==> src/rtl/pulse_beat_detector_top_macros.svh <==
// Assertion macros used by the beat detector top level
`ifndef PULSE_BEAT_DETECTOR_TOP_MACROS_SVH
`define PULSE_BEAT_DETECTOR_TOP_MACROS_SVH

// Check cons in the same cycle as ante, outside reset
`define PBD_ASSERT_SAME(label, ante, cons) \
  label: assert property (@(posedge clk) disable iff (rst) (ante) |-> (cons)) \
    else $error("pulse beat detector check failed");

// Check cons in the cycle after ante, outside reset
`define PBD_ASSERT_NEXT(label, ante, cons) \
  label: assert property (@(posedge clk) disable iff (rst) (ante) |=> (cons)) \
    else $error("pulse beat detector check failed");

`endif

==> src/rtl/pbd_pkg.sv <==
// Types and constants for the pulse beat detector
`timescale 1ns / 1ps

package pbd_pkg;

  localparam int SAMPLE_W = 16;
  localparam int CFG_W    = 16;
  localparam int SUM_W    = 18;
  localparam int INDEX_W  = 8;

  // Register indexes of the configuration port
  localparam logic [INDEX_W-1:0] REG_MIN_AMPLITUDE = 8'd0;
  localparam logic [INDEX_W-1:0] REG_MAX_AMPLITUDE = 8'd1;

  // Reset values
  localparam logic [CFG_W-1:0]           MIN_AMPLITUDE_RST = 16'd20;
  localparam logic [CFG_W-1:0]           MAX_AMPLITUDE_RST = 16'd3000;
  localparam logic signed [SAMPLE_W-1:0] PEAK_RST          = 16'sd20;
  localparam logic signed [SAMPLE_W-1:0] TROUGH_RST        = -16'sd20;

  // Largest average the leaky sum can reach
  localparam logic [CFG_W-1:0] AVG_MAX = 16'd65534;

  typedef struct packed {
    logic signed [SAMPLE_W-1:0] sample;
  } sample_item_t;

  typedef struct packed {
    logic             beat;
    logic [CFG_W-1:0] avg_amplitude;
  } result_item_t;

  typedef struct packed {
    logic [CFG_W-1:0] min_amplitude;
    logic [CFG_W-1:0] max_amplitude;
  } cfg_t;

endpackage

==> src/rtl/pbd_stream_if.sv <==
// Valid/ready stream channel with a typed payload
`timescale 1ns / 1ps

interface pbd_stream_if #(
  parameter type payload_t = logic
);
  logic     valid;
  logic     ready;
  payload_t data;

  modport source (output valid, output data, input ready);
  modport sink   (input valid, input data, output ready);
endinterface

==> src/rtl/pbd_cfg_regs.sv <==
// Configuration registers for the amplitude window
`timescale 1ns / 1ps

module pbd_cfg_regs (
  input  logic                          clk,
  input  logic                          rst,
  input  logic                          wr_en,
  input  logic [pbd_pkg::INDEX_W-1:0]   wr_index,
  input  logic [pbd_pkg::CFG_W-1:0]     wr_data,
  output pbd_pkg::cfg_t                 cfg
);
  import pbd_pkg::*;

  // Decode writes; ignore unknown indexes
  always_ff @(posedge clk) begin
    if (rst) begin
      cfg.min_amplitude <= MIN_AMPLITUDE_RST;
      cfg.max_amplitude <= MAX_AMPLITUDE_RST;
    end else if (wr_en) begin
      unique case (wr_index)
        REG_MIN_AMPLITUDE: cfg.min_amplitude <= wr_data;
        REG_MAX_AMPLITUDE: cfg.max_amplitude <= wr_data;
        default: ;
      endcase
    end
  end

endmodule

==> src/rtl/pbd_core.sv <==
// Peak/trough tracker, beat decision and leaky amplitude sum
`timescale 1ns / 1ps

module pbd_core (
  input  logic                  clk,
  input  logic                  rst,
  input  logic                  advance,
  input  pbd_pkg::sample_item_t item,
  input  pbd_pkg::cfg_t         cfg,
  output pbd_pkg::result_item_t result
);
  import pbd_pkg::*;

  logic                       rising;
  logic signed [SAMPLE_W-1:0] previous_sample;
  logic signed [SAMPLE_W-1:0] cycle_peak;
  logic signed [SAMPLE_W-1:0] cycle_trough;
  logic [SUM_W-1:0]           amplitude_sum;

  logic                       rising_next;
  logic signed [SAMPLE_W-1:0] cycle_peak_next;
  logic signed [SAMPLE_W-1:0] cycle_trough_next;
  logic [SUM_W-1:0]           amplitude_sum_next;

  logic                       up;
  logic                       down;
  logic                       turn_fall;
  logic                       turn_rise;
  logic signed [SAMPLE_W:0]   amp;
  logic                       beat;
  logic signed [SAMPLE_W-1:0] peak_upd;
  logic signed [SAMPLE_W-1:0] trough_upd;

  // Compare against the previous sample and find the turns
  always_comb begin
    up        = item.sample > previous_sample;
    down      = item.sample < previous_sample;
    turn_fall = rising && down;
    turn_rise = !rising && up;
  end

  // Track peak while rising, trough while falling
  always_comb begin
    peak_upd   = (rising && up) ? item.sample : cycle_peak;
    trough_upd = (!rising && down) ? item.sample : cycle_trough;
  end

  // Amplitude of the finished cycle and the window test
  always_comb begin
    amp  = {cycle_peak[SAMPLE_W-1], cycle_peak} - {cycle_trough[SAMPLE_W-1], cycle_trough};
    beat = turn_fall
        && (amp > $signed({1'b0, cfg.min_amplitude}))
        && (amp < $signed({1'b0, cfg.max_amplitude}));
  end

  // Next state
  always_comb begin
    cycle_trough_next  = turn_fall ? '0 : trough_upd;
    cycle_peak_next    = turn_rise ? '0 : peak_upd;
    rising_next        = turn_fall ? 1'b0 : (turn_rise ? 1'b1 : rising);
    amplitude_sum_next = amplitude_sum;
    if (beat) begin
      amplitude_sum_next = amplitude_sum - (amplitude_sum >> 2)
                         + {{(SUM_W-SAMPLE_W){1'b0}}, amp[SAMPLE_W-1:0]};
    end
  end

  // Result for this sample
  always_comb begin
    result.beat          = beat;
    result.avg_amplitude = amplitude_sum_next[SUM_W-1:2];
  end

  // Hold state; advance on each processed sample
  always_ff @(posedge clk) begin
    if (rst) begin
      rising          <= 1'b0;
      previous_sample <= '0;
      cycle_peak      <= PEAK_RST;
      cycle_trough    <= TROUGH_RST;
      amplitude_sum   <= '0;
    end else if (advance) begin
      rising          <= rising_next;
      previous_sample <= item.sample;
      cycle_peak      <= cycle_peak_next;
      cycle_trough    <= cycle_trough_next;
      amplitude_sum   <= amplitude_sum_next;
    end
  end

endmodule

==> src/rtl/pulse_beat_detector_top.sv <==
// Top level of the pulse beat detector
//
//   channel   dir  payload                         handshake
//   samples   in   sample (s16)                    valid/ready
//   results   out  beat (1), avg_amplitude (u16)   valid/ready
//   wr_*      in   min/max amplitude (u16)         write enable only
//
// One sample per cycle while results are taken; a sample passes through the input
// register, then the result register. The tracker state updates
// in the cycle that moves a sample from the input register to the result
// register. Reset is synchronous and restores the default window and state.
// A stalled result holds in its register while one more sample can be taken.
`timescale 1ns / 1ps
`include "pulse_beat_detector_top_macros.svh"

module pulse_beat_detector_top (
  input  logic                        clk,
  input  logic                        rst,
  pbd_stream_if.sink                  samples,
  pbd_stream_if.source                results,
  input  logic                        wr_en,
  input  logic [pbd_pkg::INDEX_W-1:0] wr_index,
  input  logic [pbd_pkg::CFG_W-1:0]   wr_data
);
  import pbd_pkg::*;

  cfg_t         cfg;
  logic         in_valid;
  sample_item_t in_item;
  logic         out_valid;
  result_item_t out_item;
  result_item_t core_result;
  logic         out_free;
  logic         advance;

  pbd_cfg_regs u_cfg (
    .clk      (clk),
    .rst      (rst),
    .wr_en    (wr_en),
    .wr_index (wr_index),
    .wr_data  (wr_data),
    .cfg      (cfg)
  );

  pbd_core u_core (
    .clk     (clk),
    .rst     (rst),
    .advance (advance),
    .item    (in_item),
    .cfg     (cfg),
    .result  (core_result)
  );

  // Flow control between the two register stages
  always_comb begin
    out_free      = !out_valid || results.ready;
    advance       = in_valid && out_free;
    samples.ready = !in_valid || out_free;
    results.valid = out_valid;
    results.data  = out_item;
  end

  // Input register: load on transfer, drop when the sample moves on
  always_ff @(posedge clk) begin
    if (rst) begin
      in_valid <= 1'b0;
    end else if (samples.valid && samples.ready) begin
      in_valid <= 1'b1;
    end else if (advance) begin
      in_valid <= 1'b0;
    end
  end

  always_ff @(posedge clk) begin
    if (samples.valid && samples.ready) begin
      in_item <= samples.data;
    end
  end

  // Result register: load on advance, drop on output transfer
  always_ff @(posedge clk) begin
    if (rst) begin
      out_valid <= 1'b0;
    end else if (advance) begin
      out_valid <= 1'b1;
    end else if (results.ready) begin
      out_valid <= 1'b0;
    end
  end

  always_ff @(posedge clk) begin
    if (advance) begin
      out_item <= core_result;
    end
  end

  // A sample stuck behind a stalled result keeps its place
  `PBD_ASSERT_NEXT(a_in_hold, in_valid && !out_free, in_valid && $stable(in_item))
  // Every processed sample lands in the result register
  `PBD_ASSERT_NEXT(a_advance_result, advance, out_valid)
  // The leaky sum never grows past its bound
  `PBD_ASSERT_SAME(a_avg_bound, out_valid, out_item.avg_amplitude <= AVG_MAX)

endmodule
==> src/flat_wrapper.sv <==
// flat-port wrapper written by rule: the top's interface ports become plain ports
module pulse_beat_detector_top_flat import pbd_pkg::*;
  (clk, rst, wr_en, wr_index, wr_data, samples_valid, samples_data, samples_ready, results_valid, results_data, results_ready);
  pbd_stream_if samples_i ();
  pbd_stream_if results_i ();
  input  logic clk;
  input  logic rst;
  input  logic wr_en;
  input  logic [pbd_pkg::INDEX_W-1:0] wr_index;
  input  logic [pbd_pkg::CFG_W-1:0] wr_data;
  input wire logic [$bits(samples_i.valid)-1:0] samples_valid;
  input wire logic [$bits(samples_i.data)-1:0] samples_data;
  output wire logic [$bits(samples_i.ready)-1:0] samples_ready;
  output wire logic [$bits(results_i.valid)-1:0] results_valid;
  output wire logic [$bits(results_i.data)-1:0] results_data;
  input wire logic [$bits(results_i.ready)-1:0] results_ready;
  assign samples_i.valid = samples_valid;
  assign samples_i.data = samples_data;
  assign samples_ready = samples_i.ready;
  assign results_valid = results_i.valid;
  assign results_data = results_i.data;
  assign results_i.ready = results_ready;
  pulse_beat_detector_top u_core (.clk(clk), .rst(rst), .samples(samples_i), .results(results_i), .wr_en(wr_en), .wr_index(wr_index), .wr_data(wr_data));
endmodule
==> config.mk <==
export PLATFORM = sky130hd
export DESIGN_NAME = pulse_beat_detector_top_flat
export DESIGN_NICKNAME = d
export VERILOG_FILES = /design/src/rtl/pbd_pkg.sv /design/src/rtl/pbd_stream_if.sv /design/src/rtl/pbd_cfg_regs.sv /design/src/rtl/pbd_core.sv /design/src/rtl/pulse_beat_detector_top.sv /design/src/flat_wrapper.sv
export VERILOG_INCLUDE_DIRS = /design/src /design/src/rtl
export SDC_FILE = /design/constraint.sdc
export NUM_CORES = 1
export LEC_CHECK = 0
export BUFFER_PORTS_ARGS = -buffer_cell sky130_fd_sc_hd__buf_2
export CAP_MARGIN = 10
export CORE_MARGIN = 5
export CORE_UTILIZATION = 61
export CTS_CLUSTER_DIAMETER = 40
export DETAILED_ROUTE_END_ITERATION = 10
export PLACE_DENSITY_LB_ADDON = 0.1
export REMOVE_ABC_BUFFERS = 1
export SYNTH_ARGS = -nofsm -noshare
export SYNTH_HDL_FRONTEND = slang
export SYNTH_SLANG_ARGS = --single-unit
==> constraint.sdc <==
create_clock -name clk -period 5.5 [get_ports clk]
set_input_delay 1.1 -clock clk [delete_from_list [all_inputs] [get_ports clk]]
set_output_delay 1.1 -clock clk [all_outputs]
set_load 0.01 [all_outputs]
Yosys cells after proc, flatten, opt, wreduce, memory -nomap -nowiden
Index checks and enable logic that the tools add are counted.

word-level totals
  word-level logic and storage cells = 56
  memory bits (read-only) = 0
  RAM bits = 0
  memories kept = 0
  output and inout port bits = 3
  register bits = 88
  latch bits = 0
  input port bits = 30

operators by class
  order comparisons = 4
  $add $sub $neg = 3
  div/mod/pow operators = 0
  equal/unequal tests = 1
  bitwise logic cells = 0
  reduce and logical (&&, ||, !) cells = 25
  shift operators = 0
  multiplexer cells = 11
  multiply operators = 0

operators by type and width
  kind                  number
  $mux W16              4
  $add A18 B16 Y18      1
  $mux W18              1
  $sub A18 B16 Y18      1
  $gt A17 B17 Y1        1
  $lt A17 B17 Y1        1
  $sub A16 B16 Y17      1
  $reduce_and A2 Y1     6
  $reduce_bool A2 Y1    5
  $eq A8 B1 Y1 const B  1
  $logic_and A1 B1 Y1   8
  $logic_not A8 Y1      1
  $mux W1               6
  $logic_not A1 Y1      3
  $logic_or A1 B1 Y1    2
  $gt A1 B1 Y1          1
  $lt A1 B1 Y1          1

Logic depth before layout (Yosys ltp)
  depth after elaboration = 5
  depth in mapped cells = 18
  gate-level depth less buffers = 17

Modules after synthesis
A second synthesis with hierarchy kept.

second synthesis, totals
  cell total of the unflattened synthesis = 846
  area, all modules = 7,369.6 um^2

modules (own cells, without submodules)
  module                   sequential area each (um^2)  area each (um^2)  cells an instance  times used
  pbd_core                 1,341.3                      5,834.3           696                1
  pbd_cfg_regs             640.6                        1,367.6           137                1
  pulse_beat_detector_top  100.1                        167.7             13                 1

Least setup slack after synthesis
Ideal clock, no wire load.

  kind = register to register
  start point = register u_core.u_core.cycle_trough[14]
  end point = register u_core.u_core.amplitude_sum[17]
  data arrival time = 3.935 ns
  period minus slack after synthesis = 4.058 ns
  path slack = 1.442 ns
  stages on the path, launching flop included = 16
  path buffers = 1
  data required time = 5.377 ns
  setup time = 0.123 ns
  path through = dfxtp_1 buf_4 inv_1 ha_1 nor2b_4 nor2_4 ha_1 fa_1 inv_1 ha_1 o21ai_0 o31ai_1 a41oi_1 or3_1 and4b_1 mux2_1

on the way
  word-level cells in the longest chain between the ends = 5
  elaborated cells on any way between the ends = 7
  classes of those cells = 2 x add/sub; 2 x order compare; 1 x mux; 2 x reduce/logical

RTL lines
  item                      RTL line        text
  start: declaration        pbd_core.sv:17  logic signed [SAMPLE_W-1:0] cycle_trough;
  start signal: assignment  pbd_core.sv:86  cycle_trough <= cycle_trough_next;
  $sub A16 B16 Y17 (*)      pbd_core.sv:50  amp = {cycle_peak[SAMPLE_W-1], cycle_peak} - {cycle_trough[SAMPLE_W-1], cycle_trough};
  $gt A17 B17 Y1            pbd_core.sv:52  && (amp > $signed({1'b0, cfg.min_amplitude}))
  $logic_and A1 B1 Y1       pbd_core.sv:52
  $logic_and A1 B1 Y1       pbd_core.sv:53  && (amp < $signed({1'b0, cfg.max_amplitude}));
  $mux W18 (*)              pbd_core.sv:62  if (beat) begin
  end signal: assignment    pbd_core.sv:87  amplitude_sum <= amplitude_sum_next;
  end: declaration          pbd_core.sv:18  logic [SUM_W-1:0] amplitude_sum;

Mark *: on every way between the ends. The rest lies on a longest branch, timed or not.
A chain may end at the register's enable or synchronous reset.

Worst setup path in the final report
  start point = register u_core.u_core.cycle_peak[0]
  end point = register u_core.u_core.amplitude_sum[17]

on the way
  word-level cells in the longest chain between the ends = 5
  elaborated cells on any way between the ends = 7
  classes of those cells = 2 x add/sub; 2 x order compare; 1 x mux; 2 x reduce/logical

RTL lines
  item                      RTL line        text
  start: declaration        pbd_core.sv:16  logic signed [SAMPLE_W-1:0] cycle_peak;
  start signal: assignment  pbd_core.sv:85  cycle_peak <= cycle_peak_next;
  $sub A16 B16 Y17 (*)      pbd_core.sv:50
  $gt A17 B17 Y1            pbd_core.sv:52
  $logic_and A1 B1 Y1       pbd_core.sv:52
  $logic_and A1 B1 Y1       pbd_core.sv:53
  $mux W18 (*)              pbd_core.sv:62

Marked as above.

==> out/metrics.cfg <==
[worst_hold_path]
hp-start = u_core.u_core.rising$_SDFFE_PP0P_
min_path_cells = 2
hold_path_end = u_core.u_core.cycle_peak[0]$_SDFFE_PP0P_
min_path_type = register to register

[yosys]
syn-cell-area_um2 = 4570
ys_types = 63
synth_edf_count = 2
ys_ff_latch = 60
synthXorXnorAreaFrac_pct = 5.97
syn_area_per_cell_um2 = 8.88
ys_warn_count = 0
ys_top_cells_by_area = dfxtp_1, ha_1, mux2i_1
ys_async_sr_fraction_pct = 0
ys.flop_type = dfxtp_1
synth_fa_ha_area_share_pct = 20.6
synthCells = 514
yosysSeqAreaShare_pct = 26.7
synth_compound_area_share_pct = 14.3
synth.most_common_cell = inv_1
yosys.area_share.simple_pct = 16.5
synth_common_cells = inv_1, nor2_1, dfxtp_1
synth_top_family_by_area = adder cells
netlist.top_cell.by_area = dfxtp_1
yosysTopAreaCellShare_pct = 25.4
synth.area.mux_share_pct = 8.66

[power_and_ir_drop]
seqPwrFrac_pct = 44.0
p_int_mw = 0.727
p_switching_mw = 0.282
power.density_nw_per_um2 = 202
vdd_drop_max_mv = 0.159
swShare_pct = 28.0
pwr-share-comb_pct = 17.2
power.share.clock_pct = 38.8
p_leak_nw = 2.32

[timing]
fin_ws_ps = 1080
holdWs_ps = 479
skew_ps = 7.84
period_needed_ps = 4420
fin_crit_sh_pct = 80.4
slew_violations = 0
fin_tns_setup_ps = 0
tightest_slew_ps = 1230
timing.fmax_ghz = 0.226
max_slew_margin_pct = 17.6
finalSetupViolCount = 0
rsz0062_at_grt = false
hold_viol_final = 0

[placement]
pre_cts_ws_ps = 1120
portBuffers = 32
gp_congestion = 0.878
dp_hpwl_um = 7450
dp.cells = 635

[route]
drt_wl_total_um = 9800
drcViolationCount = 0
drt_iter0_markers = 150
drt_pass1_iterations = 4
met2_length_um = 4600
wire_per_inst_um = 15.0
vias_per_cell = 5.61
via_count = 3655
highest_layer = met4
met3_length_um = 418
ant_nets = 0
met1_length_um = 4570

[global_route]
grt_first_pass_wirelength_um = 16600
grt_use_total_pct = 23.0
grt_max_degree = 61
grt_overflow = 0
antenna_found_initial = 0
grt_pass1_vias = 3702

[clock_tree]
cts_setup_buffers = 0
cts.sinks = 60
tritoncts = yes
htree_levels = 3
cts-root-buf = clkbuf_8
clk_latency_ps = 340
cts_buffer_depth = 2
cts_hold_buf = 0
clk_pin_slew_worst_paths_ps = 70
ctsResizeCount = 0
cts_buffers = 9

[die]
rows = 31
fp.dieArea_um2 = 9320
fp.coreArea_um2 = 7250
die_h_um = 96.5
start_util_pct = 62.9
io_pins = 33
die_x_um = 96.5

[critical_path]
cp.arrival_ps = 4660
start_kind = register
r2r_setup_slack_ps = 1080
worstPathMaxFanout = 5
required_ps = 5730
reg2reg_depth = 16
timing.rr.end = u_core.u_core.amplitude_sum[17]$_SDFFE_PP0P_
worstSetupPathType = register to register
rr_startpoint = u_core.u_core.cycle_peak[0]$_SDFFE_PP0P_
crit_path_end_kind = register

[final_layout]
n_antenna_cell = 0
drive_above_1_share_pct = 12.3
final_cells = 651
area_growth_pct = 9.32
nNetsFinal = 637

[flow_run]
max_cap_viol_count = 0

[status]
status = finished clean

==> cells in the final DEF (no fill, tap or decap), drive strengths merged, types with 3 or more instances in the layout <==
| cell type | netlist | final |
|---|---|---|
| nor2 | 71 | 71 |
| inv | 70 | 70 |
| dfxtp | 58 | 58 |
| ha | 43 | 43 |
| mux2i | 35 | 35 |
| buf | 4 | 35 |
| a21oi | 24 | 24 |
| nand2 | 20 | 20 |
| xnor2 | 19 | 19 |
| fa | 17 | 17 |
| o21ai | 17 | 17 |
| clkbuf | 9 | 11 |
| a21o | 10 | 10 |
| a211o | 9 | 9 |
| xor2 | 7 | 7 |
| a211oi | 7 | 7 |
| and2 | 6 | 6 |
| maj3 | 6 | 6 |
| nand4 | 6 | 6 |
| nor2b | 6 | 6 |
| nand2b | 5 | 5 |
| nor3 | 5 | 5 |
| and3 | 5 | 5 |
| nand3 | 5 | 5 |
| a31oi | 4 | 4 |
| or3 | 4 | 4 |
| mux2 | 4 | 4 |
| nand3b | 3 | 3 |
| o21bai | 3 | 3 |
| nor4b | 3 | 3 |
| clkinv | 0 | 3 |
==> area by class of cell <==
type,count,area [µm²]
clock buffer,11,131
clock inverter,5,52.6
fill,604,2260
inverter,70,263
multi-input combinational,371,3020
sequential,60,1220
tap,99,124
timing repair buffer,35,183
==> worst max path at each step <==
stage                                                 from                                            to  slack [ps]
2_1_floorplan  u_core.u_core.cycle_trough[14]$_SDFFE_PP1P_  u_core.u_core.amplitude_sum[17]$_SDFFE_PP0P_        1190
3_3_place_gp   u_core.u_core.cycle_trough[14]$_SDFFE_PP1P_  u_core.u_core.amplitude_sum[17]$_SDFFE_PP0P_        1240
3_5_place_dp   u_core.u_core.cycle_trough[14]$_SDFFE_PP1P_  u_core.u_core.amplitude_sum[17]$_SDFFE_PP0P_        1120
4_1_cts        u_core.u_core.cycle_trough[14]$_SDFFE_PP1P_  u_core.u_core.amplitude_sum[17]$_SDFFE_PP0P_        1100
5_1_grt           u_core.u_core.cycle_peak[0]$_SDFFE_PP0P_  u_core.u_core.amplitude_sum[17]$_SDFFE_PP0P_         790
6_report          u_core.u_core.cycle_peak[0]$_SDFFE_PP0P_  u_core.u_core.amplitude_sum[17]$_SDFFE_PP0P_        1080
==> worst max-delay path, stage by stage, from the launching register on <==
cell	delay, ps
dfxtp_1	310
inv_1	80
ha_1	270
inv_1	110
fa_1	460
xor2_1	410
fa_1	500
inv_1	80
ha_1	180
o21ai_0	90
nor2_1	160
o21ai_0	170
o31ai_1	370
a41oi_1	240
or3_1	380
and4b_1	190
mux2_1	310
==> cells by family (layout without fill, tap and decap cells) <==
kind of cell	Yosys count	after routing
simple gates	149	149
compound gates	90	90
mux	39	39
xor+xnor	27	27
fa+ha+maj	66	66
flops	60	60
buf+inv	83	121
==> power groups by stage <==
stage,combinational [mW],clock [mW],sequential [mW]
global route,0.194,0.418,0.445
floorplan,0.124,0,0.454
detailed placement,0.169,0,0.454
global placement,0.167,0,0.454
CTS,0.172,0.398,0.444
finish,0.173,0.391,0.444
==> state kept, by name, indices dropped and copies added, names as in the netlist <==
| name | cells |
|---|---|
| u_core.u_cfg.cfg | 32 |
| u_core.u_core.amplitude_sum | 18 |
| u_core.u_core.cycle_peak | 2 |
| u_core.u_core.cycle_trough | 2 |
| u_core.in_item | 1 |
| u_core.in_valid | 1 |
| u_core.results.data | 1 |
| u_core.results.valid | 1 |
| u_core.u_core.previous_sample | 1 |
| u_core.u_core.rising | 1 |
==> stage by stage <==
step | power, mW | area, µm² | util [%]
2_1_floorplan | 0.578 | 4500 | -
3_3_place_gp | 0.621 | 4810 | 66.3
3_5_place_dp | 0.624 | 4810 | 66.3
4_1_cts | 1.01 | 4990 | 68.8
5_1_grt | 1.06 | 4990 | 68.8
6_report | 1.01 | 4990 | 68.8
==> layer usage <==
layer | vias to the layer above | track usage [%]
met5 | - | 0
met4 | 0 | 9.70
met3 | 19 | 5.19
met2 | 87 | 37.6
met1 | 1732 | 29.3
li1 | 1817 | -
(Power assumes the default switching activity.)
